`src/sv/sha_pkg.sv`:
```
// ----------------------------------------------------------------------------
// sha_pkg: shared types and constants for the SHA-256 stream hasher
// Round constants, initial hash values, payload structs and control structs.
// ----------------------------------------------------------------------------
package sha_pkg;

  typedef struct packed {
    logic [7:0] data_byte;
    logic       byte_present;
    logic       end_of_message;
  } sha_in_t;

  typedef struct packed {
    logic [31:0] digest_word;
    logic [2:0]  word_index;
    logic        last_word;
  } sha_out_t;

  // Byte source for the block buffer write port
  typedef enum logic [1:0] {
    SRC_DATA = 2'd0,
    SRC_PAD  = 2'd1,
    SRC_ZERO = 2'd2,
    SRC_LEN  = 2'd3
  } byte_src_t;

  // Controller to datapath commands
  typedef struct packed {
    logic       push;        // write one byte into the block buffer
    byte_src_t  src;
    logic       count_byte;  // advance the message byte count
    logic       start;       // load working vars and start compression
    logic       round;       // run one round (schedule load or round step)
    logic       feed;        // add working vars into the chain
    logic       init;        // restore initial hash, clear fill and count
    logic       latch_len;   // latch bit length for padding
  } sha_cmd_t;

  // Datapath to controller status
  typedef struct packed {
    logic [5:0] fill;
    logic [2:0] len_idx;
  } sha_stat_t;

  localparam logic [31:0] INIT_HASH [8] = '{
    32'h6a09e667, 32'hbb67ae85, 32'h3c6ef372, 32'ha54ff53a,
    32'h510e527f, 32'h9b05688c, 32'h1f83d9ab, 32'h5be0cd19
  };

  localparam logic [7:0] PAD_BYTE  = 8'h80;
  localparam logic [5:0] LEN_START = 6'd56;

  function automatic logic [31:0] round_k(input logic [5:0] i);
    logic [31:0] k [64];
    k = '{
      32'h428a2f98, 32'h71374491, 32'hb5c0fbcf, 32'he9b5dba5, 32'h3956c25b,
      32'h59f111f1, 32'h923f82a4, 32'hab1c5ed5, 32'hd807aa98, 32'h12835b01,
      32'h243185be, 32'h550c7dc3, 32'h72be5d74, 32'h80deb1fe, 32'h9bdc06a7,
      32'hc19bf174, 32'he49b69c1, 32'hefbe4786, 32'h0fc19dc6, 32'h240ca1cc,
      32'h2de92c6f, 32'h4a7484aa, 32'h5cb0a9dc, 32'h76f988da, 32'h983e5152,
      32'ha831c66d, 32'hb00327c8, 32'hbf597fc7, 32'hc6e00bf3, 32'hd5a79147,
      32'h06ca6351, 32'h14292967, 32'h27b70a85, 32'h2e1b2138, 32'h4d2c6dfc,
      32'h53380d13, 32'h650a7354, 32'h766a0abb, 32'h81c2c92e, 32'h92722c85,
      32'ha2bfe8a1, 32'ha81a664b, 32'hc24b8b70, 32'hc76c51a3, 32'hd192e819,
      32'hd6990624, 32'hf40e3585, 32'h106aa070, 32'h19a4c116, 32'h1e376c08,
      32'h2748774c, 32'h34b0bcb5, 32'h391c0cb3, 32'h4ed8aa4a, 32'h5b9cca4f,
      32'h682e6ff3, 32'h748f82ee, 32'h78a5636f, 32'h84c87814, 32'h8cc70208,
      32'h90befffa, 32'ha4506ceb, 32'hbef9a3f7, 32'hc67178f2
    };
    return k[i];
  endfunction

  function automatic logic [31:0] ror32(input logic [31:0] x, input int n);
    return (x >> n) | (x << (32 - n));
  endfunction

endpackage

```
`src/sv/sha256_stream_hasher.sv`:
```
// ----------------------------------------------------------------------------
// sha256_stream_hasher: SHA-256 over a byte stream
// Channel | direction | payload
// in      | request   | sha_in_t  (data_byte, byte_present, end_of_message)
// out     | result    | sha_out_t (digest_word, word_index, last_word)
// A byte is written while idle; the 64th byte of a block starts compression
// on one round unit, one round per cycle, and ends with a feed-forward step.
// End of message adds pad writes (1 per byte, up to 72 over two blocks), one
// or two compressions, the digest output, which output stalls can hold, and
// a restore step. Reset restores the initial hash and clears the counts.
// Output stall holds the digest word; input stalls while busy.
// ----------------------------------------------------------------------------
module sha256_stream_hasher (
  input  logic              clk,
  input  logic              rst,
  input  logic              in_valid,
  output logic              in_stall,
  input  sha_pkg::sha_in_t  in_data,
  output logic              out_valid,
  input  logic              out_stall,
  output sha_pkg::sha_out_t out_data
);
  import sha_pkg::*;

  sha_cmd_t    cmd;
  sha_stat_t   stat;
  logic [2:0]  rd_idx;
  logic [31:0] rd_word;

  sha_ctrl u_ctrl (
    .clk, .rst, .in_valid, .in_stall, .in_data, .out_valid, .out_stall,
    .out_data, .cmd, .rd_idx, .rd_word, .stat
  );

  sha_datapath u_dp (
    .clk, .rst, .cmd, .data_byte(in_data.data_byte), .rd_idx, .rd_word, .stat
  );
endmodule

```
`src/sv/sha_datapath.sv`:
```
// ----------------------------------------------------------------------------
// sha_datapath: block buffer, message schedule, round logic and chain words
// One round per cycle on a 16-word rolling schedule window.
// ----------------------------------------------------------------------------
module sha_datapath (
  input  logic              clk,
  input  logic              rst,
  input  sha_pkg::sha_cmd_t cmd,
  input  logic [7:0]        data_byte,
  input  logic [2:0]        rd_idx,
  output logic [31:0]       rd_word,
  output sha_pkg::sha_stat_t stat
);
  import sha_pkg::*;

  logic [31:0] buffer [16];
  logic [5:0]  fill;
  logic [63:0] byte_count;
  logic [63:0] bit_len;
  logic [2:0]  len_idx;
  logic [31:0] chain [8];
  logic [31:0] v [8];
  logic [31:0] w [16];
  logic [6:0]  rnd;
  logic [7:0]  wr_byte;
  logic [31:0] w_new, w_cur, t1, t2;

  // Select the byte to write
  always_comb begin
    unique case (cmd.src)
      SRC_DATA: wr_byte = data_byte;
      SRC_PAD:  wr_byte = PAD_BYTE;
      SRC_ZERO: wr_byte = 8'h00;
      SRC_LEN:  wr_byte = bit_len[63 - 8*len_idx -: 8];
      default:  wr_byte = 8'h00;
    endcase
  end

  // Buffer write into big-endian byte lanes, fill and length counters
  always_ff @(posedge clk) begin
    if (cmd.push) buffer[fill[5:2]][{~fill[1:0], 3'b000} +: 8] <= wr_byte;
    if (rst || cmd.init) begin
      fill <= '0;
      byte_count <= '0;
      len_idx <= '0;
    end else begin
      if (cmd.push) fill <= fill + 6'd1;
      if (cmd.count_byte) byte_count <= byte_count + 64'd1;
      if (cmd.push && cmd.src == SRC_LEN) len_idx <= len_idx + 3'd1;
    end
    if (cmd.latch_len) bit_len <= {byte_count[60:0], 3'b000};
  end

  // Schedule: rounds 0..15 read the buffer, later ones expand
  assign w_new = w[0] + (ror32(w[1], 7) ^ ror32(w[1], 18) ^ (w[1] >> 3))
               + w[9] + (ror32(w[14], 17) ^ ror32(w[14], 19) ^ (w[14] >> 10));
  always_comb begin
    if (rnd < 7'd16)
      w_cur = buffer[rnd[3:0]];
    else
      w_cur = w_new;
  end

  assign t1 = v[7] + (ror32(v[4], 6) ^ ror32(v[4], 11) ^ ror32(v[4], 25))
            + ((v[4] & v[5]) ^ (~v[4] & v[6])) + round_k(rnd[5:0]) + w_cur;
  assign t2 = (ror32(v[0], 2) ^ ror32(v[0], 13) ^ ror32(v[0], 22))
            + ((v[0] & v[1]) ^ (v[0] & v[2]) ^ (v[1] & v[2]));

  // Working vars, schedule window and chain words
  always_ff @(posedge clk) begin
    if (cmd.start) begin
      for (int i = 0; i < 8; i++) v[i] <= chain[i];
      rnd <= '0;
    end else if (cmd.round) begin
      for (int i = 0; i < 15; i++) w[i] <= w[i+1];
      w[15] <= w_cur;
      v[7] <= v[6]; v[6] <= v[5]; v[5] <= v[4]; v[4] <= v[3] + t1;
      v[3] <= v[2]; v[2] <= v[1]; v[1] <= v[0]; v[0] <= t1 + t2;
      rnd <= rnd + 7'd1;
    end
    if (rst || cmd.init) begin
      for (int i = 0; i < 8; i++) chain[i] <= INIT_HASH[i];
    end else if (cmd.feed) begin
      for (int i = 0; i < 8; i++) chain[i] <= chain[i] + v[i];
    end
  end

  assign rd_word      = chain[rd_idx];
  assign stat.fill    = fill;
  assign stat.len_idx = len_idx;

  // Round counter never runs past the last round without a restart
  a_rnd_range: assert property (@(posedge clk) disable iff (rst)
    cmd.round |-> rnd < 7'd64) else $error("round past 63");
  a_push_idle: assert property (@(posedge clk) disable iff (rst)
    cmd.push |-> !cmd.round) else $error("push during compression");
  a_feed_excl: assert property (@(posedge clk) disable iff (rst)
    cmd.feed |-> !cmd.init && !cmd.push) else $error("feed overlaps");
endmodule

```
`src/sv/sha_ctrl.sv`:
```
// ----------------------------------------------------------------------------
// sha_ctrl: sequencer for byte intake, compression, padding and digest output
// Drives datapath commands and the output register.
// ----------------------------------------------------------------------------
module sha_ctrl (
  input  logic               clk,
  input  logic               rst,
  input  logic               in_valid,
  output logic               in_stall,
  input  sha_pkg::sha_in_t   in_data,
  output logic               out_valid,
  input  logic               out_stall,
  output sha_pkg::sha_out_t  out_data,
  output sha_pkg::sha_cmd_t  cmd,
  output logic [2:0]         rd_idx,
  input  logic [31:0]        rd_word,
  input  sha_pkg::sha_stat_t stat
);
  import sha_pkg::*;

  typedef enum logic [5:0] {
    S_IDLE  = 6'b000001,
    S_ROUND = 6'b000010,
    S_FEED  = 6'b000100,
    S_PAD   = 6'b001000,
    S_EMIT  = 6'b010000,
    S_INIT  = 6'b100000
  } state_t;

  state_t     state, state_next;
  logic       padding, padding_next;
  logic [6:0] rcnt;
  logic [3:0] emit_cnt;
  logic       accept, full_after, out_take;
  // Pad phase tracking: 0x80 written, length may go in this block, length done
  logic       pad_started;
  logic       len_armed;
  logic       len_done;

  assign in_stall  = (state != S_IDLE);
  assign accept    = in_valid && !in_stall;
  assign out_take  = out_valid && !out_stall;

  // Datapath commands and next state
  always_comb begin
    cmd = '0;
    cmd.src = SRC_DATA;
    state_next = state;
    padding_next = padding;
    full_after = (stat.fill == 6'd63);
    unique case (state)
      S_IDLE: begin
        if (accept) begin
          cmd.push = in_data.byte_present;
          cmd.count_byte = in_data.byte_present;
          if (in_data.byte_present && full_after) begin
            cmd.start = 1'b1;
            state_next = S_ROUND;
            padding_next = in_data.end_of_message;
          end else if (in_data.end_of_message) begin
            state_next = S_PAD;
            padding_next = 1'b1;
          end
        end
      end
      S_ROUND: begin
        cmd.round = 1'b1;
        if (rcnt == 7'd63) state_next = S_FEED;
      end
      S_FEED: begin
        cmd.feed = 1'b1;
        if (len_done) state_next = S_EMIT;
        else state_next = padding ? S_PAD : S_IDLE;
      end
      S_PAD: begin
        cmd.push = 1'b1;
        if (!pad_started) begin
          // First pad cycle latches length and writes 0x80
          cmd.src = SRC_PAD;
          cmd.latch_len = 1'b1;
        end else if (len_armed && stat.fill >= LEN_START) begin
          cmd.src = SRC_LEN;
        end else begin
          cmd.src = SRC_ZERO;
        end
        if (full_after) begin
          cmd.start = 1'b1;
          state_next = S_ROUND;
          if (stat.len_idx == 3'd7 && cmd.src == SRC_LEN) padding_next = 1'b0;
        end
      end
      S_EMIT: begin
        if (emit_cnt == 4'd8 && !out_valid) state_next = S_INIT;
      end
      S_INIT: begin
        cmd.init = 1'b1;
        state_next = S_IDLE;
      end
      default: state_next = S_IDLE;
    endcase
  end

  always_ff @(posedge clk) begin
    if (rst) begin
      state <= S_IDLE;
      padding <= 1'b0;
      pad_started <= 1'b0;
      len_armed <= 1'b0;
      len_done <= 1'b0;
      out_valid <= 1'b0;
      emit_cnt <= '0;
      rcnt <= '0;
    end else begin
      state <= state_next;
      padding <= padding_next;
      // Round counter
      if (state != S_ROUND) rcnt <= '0;
      else rcnt <= rcnt + 7'd1;
      // Padding progress, cleared for the next message
      if (state == S_INIT) begin
        pad_started <= 1'b0;
        len_armed <= 1'b0;
        len_done <= 1'b0;
      end
      if (cmd.push && cmd.src == SRC_PAD) pad_started <= 1'b1;
      if (state == S_PAD && stat.fill < LEN_START) len_armed <= 1'b1;
      if (cmd.push && cmd.src == SRC_LEN && stat.len_idx == 3'd7) len_done <= 1'b1;
      // Digest output register
      if (state == S_EMIT && emit_cnt < 4'd8 && (!out_valid || out_take)) begin
        out_valid <= 1'b1;
        out_data.digest_word <= rd_word;
        out_data.word_index <= emit_cnt[2:0];
        out_data.last_word <= (emit_cnt == 4'd7);
        emit_cnt <= emit_cnt + 4'd1;
      end else if (out_take) begin
        out_valid <= 1'b0;
      end
      if (state == S_INIT) emit_cnt <= '0;
    end
  end

  assign rd_idx = emit_cnt[2:0];

  a_one_hot: assert property (@(posedge clk) disable iff (rst)
    $onehot(state)) else $error("state not one-hot");
  a_emit_stall: assert property (@(posedge clk) disable iff (rst)
    (state == S_EMIT) |-> in_stall) else $error("input taken while emitting");
  a_last: assert property (@(posedge clk) disable iff (rst)
    out_valid && out_data.last_word |-> out_data.word_index == 3'd7)
    else $error("last word index");
endmodule
```
`config.mk`:
```
export PLATFORM = sky130hd
export DESIGN_NAME = sha256_stream_hasher
export DESIGN_NICKNAME = d
export VERILOG_FILES = /design/src/sv/sha_pkg.sv /design/src/sv/sha256_stream_hasher.sv /design/src/sv/sha_datapath.sv /design/src/sv/sha_ctrl.sv
export SDC_FILE = /design/constraint.sdc
export NUM_CORES = 2
export LEC_CHECK = 0
export ABC_AREA = 1
export BUFFER_PORTS_ARGS = -buffer_cell sky130_fd_sc_hd__buf_2
export CAP_MARGIN = 20
export CORE_ASPECT_RATIO = 0.9
export CORE_MARGIN = 3
export CORE_UTILIZATION = 55
export DETAILED_ROUTE_END_ITERATION = 6
export MAX_ROUTING_LAYER = met4
export PLACE_DENSITY = 0.77
export SYNTH_ARGS = -nofsm -noshare
export SYNTH_HDL_FRONTEND = slang
export SYNTH_SLANG_ARGS = --single-unit
```
`constraint.sdc`:
```
create_clock -name clk -period 17.05 [get_ports clk]
set_input_delay 3.41 -clock clk [delete_from_list [all_inputs] [get_ports clk]]
set_output_delay 3.41 -clock clk [all_outputs]
set_load 0.005 [all_outputs]
```
## Word level (Yosys, flattened, before mapping)

Memory sizes are Yosys's and may differ from the RTL's. A register that Yosys moved wholly into a read port is not among the register bits.
Index checks and enable logic that the tools add are counted.

- Flip-flop bits (word level): 167
- RAM bits: 1,536
- ROM bits: 2,048
- Output and inout port bits: 38
- Memories: 5

Memory list:

| name | words | width | read ports | clocked after memory_dff | write ports | RTL line | RTL |
|---|---|---|---|---|---|---|---|
| (no name shown) | 64 | 32 | 1 | 0 | 0 | sha_pkg.sv:70 | `return k[i];` |
| u_dp.buffer | 16 | 32 | 1 | 1 | 1 | sha_datapath.sv:16 | `logic [31:0] buffer [16];` |
| u_dp.w | 16 | 32 | 16 | 0 | 16 | sha_datapath.sv:23 | `logic [31:0] w [16];` |
| u_dp.chain | 8 | 32 | 9 | 1 | 8 | sha_datapath.sv:21 | `logic [31:0] chain [8];` |
| u_dp.v | 8 | 32 | 8 | 0 | 8 | sha_datapath.sv:22 | `logic [31:0] v [8];` |

- Add/subtract/negate cells: 26
- Order comparisons: 5
- Equality and inequality tests: 23
- Shift operators: 3
- Mux-type cells: 71
- Bitwise gates (word level): 46
- Reductions and logical operators: 28

Operators with widths:

| kind | number |
|---|---|
| $mux W32 | 20 |
| $add A32 B32 Y32 | 18 |
| $xor A32 B32 Y32 | 9 |
| $and A32 B32 Y32 | 5 |
| $shiftx A71 B33 Y8 | 1 |
| $add A64 B1 Y64 const B | 1 |
| $mux W6 | 7 |
| $mux W1 | 32 |
| $not A32 Y32 | 1 |
| $or A10 B32 Y32 | 1 |
| $or A13 B32 Y32 | 1 |
| $or A14 B32 Y32 | 1 |
| $or A15 B32 Y32 | 1 |
| $or A19 B32 Y32 | 1 |
| $or A21 B32 Y32 | 1 |
| $or A25 B32 Y32 | 1 |
| $or A26 B32 Y32 | 1 |
| $or A30 B32 Y32 | 1 |
| $or A7 B32 Y32 | 1 |
| $pmux W8 S4 | 1 |
| $shift A8 B7 Y32 const A | 1 |
| $shiftx A8 B7 Y32 | 1 |
| $xor A32 B22 Y32 | 1 |
| $xor A32 B29 Y32 | 1 |
| 43 further kinds | 93 |

## Logic depth before layout (Yosys ltp)

An unclocked memory read counts as a cell.

- Depth in word-level cells: 11
- Gate-level depth with buffers: 48
- Mapped depth without buffers: 48

## By module

Synthesis repeated with hierarchy kept, for this count alone.

- Cells, all modules: 9,805
- Area, all modules: 96,411.2 µm²

Modules (own cells, without submodules):

| module | times used | cells an instance | area each (µm²) | seq. area each (µm²) |
|---|---|---|---|---|
| sha_datapath | 1 | 9,592 | 94,005.2 | 49,577.5 |
| sha_ctrl | 1 | 213 | 2,406.1 | 1,521.5 |

## Worst setup path before layout

No wires, ideal clock.

- Path type: register to register
- Start point: reg u_ctrl.state[5]
- End point: mem u_dp.w[0][0] (enable)
- Library setup time: 1.076 ns
- Arrival time: 15.342 ns
- Required time: 15.974 ns
- Setup slack: 0.632 ns
- Stages on the path, launching flop included: 7
- Buffers on the path: 3
- Clock period less this slack: 16.418 ns
- Path through: dfxtp_1 nor2_2 inv_1 nor4_1 clkbuf_1 clkbuf_1 clkbuf_1

RTL lines:

| item | RTL line | RTL |
|---|---|---|
| start, declared | sha_ctrl.sv:30 | `state_t state, state_next;` |
| start signal, assigned | sha_ctrl.sv:114 | `state <= state_next;` |
| end, declared | sha_datapath.sv:23 |  |

==> reports/metrics.csv <==
metric,value,unit
status,"complete, but fails checks",
failing checks,DRC,
Post-Syn Area,95300,sq um
cell taking the most area after synthesis,edfxtp_1,
Clock transition at path regs,0.07,ns
Final Power,9.21,mW
main area contributors after synthesis,"edfxtp_1, nand2_1, ha_1",
# setup viols final,0,
final hold vios,0,
initial antenna violation count,13,
Setup Crit Path Kind,register to register,
first-pass GRT wire length,496000,um
Max Slew Vio Count,0,
XOR/XNOR share of the synthesized area,0.0340,
# Max-Cap Violations,0,
"FFs w/ async S/R, synth",0,
Synth Area in Adders,0.0971,
die area,178000,sq um
Core ar.,172000,sq um
cells after synthesis,9628,
Num CTS Buffers,174,
Detailed Route WL,347000,um
post_cts resized,0,
via density per instance,6.34,
Initial Util,0.555,
Least-Margin Pin Slew,1.24,ns
proportion of layout cells with a drive suffix above 1,0.0581,
DP HPWL,257000,um
Sinks on Clock Net,1736,
largest net degree at the start of global routing,156,
post-route minimum period,10.77,ns
number of flops mapped to enable cells by yosys,1633,
TritonCTS clock tree,done,
drt pass-1 iters,7,
power per cell area,88.6,nW/um^2
syn_area_per_cell,9.90,sq um
number of global-route vias before repair,71200,
Crit path required time,17.58,ns
top cell type's share of synthesized area,0.514,
slowest cell delay on critical path,0.59,ns
CP Data Arrival Time,11.29,ns
post-route ant nets,0,
post-synthesis register bit count,1736,
CP Capture Type,register,
RSZ-0062 raised after global routing,false,
"commonest non-fill, non-tap cell in the layout",edfxtp_1,
Slew HR,0.173,
VDD IR max,0.0833,mV
total global routing overflow,0,
Synth Area in Simple Gates,0.135,
"Top FF cell, synth",edfxtp_1,
NumNets Final,10200,
postcts setup bufs,0,
gr usage total,0.393,
critical path's slowest cell,fa_1,
DR iter-0 viols,11600,
"Warnings, synthesis",0,
DR WL/cell,28.8,um
Die W,445,um
drt drc,20,
Area growth syn-to-layout,9.09,%
Vias,76300,
Setup TNS,0,ns
complex-gate fraction of the synthesized area,0.141,
leakage power,41.7,nW
number of port buffers,51,
CTS max path bufs,3,
sequential area share after synthesis,0.536,
Die Y,401,um
CP most frequent cell,inv_1,
hold-fix buffers at CTS,0,
Rows,144,
"Max FO, Critical Path",6,
Fmax,92.9,MHz
Final Wtd Congestion,1.10,
latest clock arrival within the worst-skew pair,0.86,ns
skew final,0.0845,ns
top-level port count,52,
multiplexer area fraction after synthesis,0,
main combinational cell family by area after synthesis,compound AO/OA/AOI/OAI gates,
Setup crit start kind,register,
Final Cycle Share,0.632,
H-tree depth,4,
library cells used by synthesis,64,
Root Driver,clkbuf_16,
highest-count cells in the layout ignoring fill and taps,"edfxtp_1, nand2_1, inv_1, o21ai_0, nor2_1",
post-synthesis net count,10300,
worst hold path class,register to register,
## flip-flops by register name, indices dropped and copies added (netlist names), named ones only
signal	count
u_ctrl.rcnt	7
u_dp.fill	6
u_dp.rnd	7
u_dp.v	256
u_ctrl.len_armed	1
u_ctrl.len_done	1
u_ctrl.padding	1
u_ctrl.out_data	36
u_dp.w	512
u_dp.len_idx	3
u_dp.byte_count	61
u_dp.bit_len	61
u_dp.chain	256
u_ctrl.out_valid	1
u_ctrl.state	6
u_ctrl.emit_cnt	4
u_ctrl.pad_started	1
u_dp.buffer	512
## metrics by stage
| stage | cell area (sq um) | setup WS, ns | hold slack, ns | std cells | util |
|---|---|---|---|---|---|
| CTS | 104000 | 6.55 | 0.402 | 12000 | 0.605 |
| detailed placement | 98000 | 6.60 | 0.405 | 11700 | 0.571 |
| global route | 104000 | 5.73 | 0.407 | 12000 | 0.606 |
| floorplan | 95300 | 0.632 | 0.400 | 9628 | - |
| global placement | 98000 | 6.65 | 0.400 | 11700 | 0.571 |
| finish | 104000 | 6.28 | 0.397 | 12000 | 0.606 |
## report_power, final
| part | leakage, nW | total (mW) | switching, mW | internal [mW] |
|---|---|---|---|---|
| logic | 21.9 | 0.467 | 0.357 | 0.110 |
| registers | 17.0 | 4.80 | 0.0415 | 4.76 |
| clock network | 2.81 | 3.94 | 1.78 | 2.16 |
| total | 41.7 | 9.21 | 2.18 | 7.04 |
## logic make-up (layout without fill, tap and decap cells)
| family | after synthesis | after routing |
|---|---|---|
| fa+ha+maj | 625 | 625 |
| xor+xnor | 370 | 370 |
| compound gates | 2358 | 2358 |
| flops | 1736 | 1736 |
| other cells | 0 | 8 |
| buf+inv | 1447 | 1585 |
| simple gates | 3092 | 3092 |
## critical path: cells and delay by family, from the launching register on
kind	cells	cell delay, ns
fa+ha+maj	8	3.74
buf+inv	8	0.71
xor+xnor	5	1.29
compound gates	13	3.28
flops	1	0.52
simple gates	8	0.92
## layer usage
layer  up-vias  global-route usage  wire [um]
met1     37200               0.554     142000
li1      33600                   -          -
met3       706              0.0835      40200
met2      4876               0.561     149000
met4         0               0.143      15400
met5         -                   -          0
## path summary, 6_finish.rpt
check,startpoint,endpoint,slack [ns],cells past startpoint
setup / recovery,u_dp.w[1][212]$_DFFE_PP_,u_dp.v[0][29]$_DFFE_PP_,6.28,42
hold / removal,u_dp.w[1][252]$_DFFE_PP_,u_dp.w[1][220]$_DFFE_PP_,0.40,0
setup reg to reg,u_dp.w[1][212]$_DFFE_PP_,u_dp.v[0][29]$_DFFE_PP_,6.28,42
hold reg to reg,u_dp.w[1][252]$_DFFE_PP_,u_dp.w[1][220]$_DFFE_PP_,0.40,0
## synth_stat cells, types with 74 or more instances
cell	count
edfxtp_1	1633
nand2_1	1498
inv_1	1078
o21ai_0	1021
nor2_1	908
a21oi_1	712
ha_1	412
nand3_1	334
clkbuf_1	327
fa_1	197
xnor2_1	188
xor2_1	182
nor3_1	122
o221ai_1	117
dfxtp_1	103
o211ai_1	101
a31oi_1	77
or2_2	74
## layout make-up
class,count,area (sq um)
Clock inverter,110,1290
Timing Repair Buffer,177,1290
Antenna cell,8,20.0
Sequential cell,1736,51100
Fill cell,14000,67700
Multi-Input combinational cell,6445,38800
Clock buffer,212,4520
Tap cell,2263,2830
Inverter,1086,4090
(Power assumes the default switching activity.)
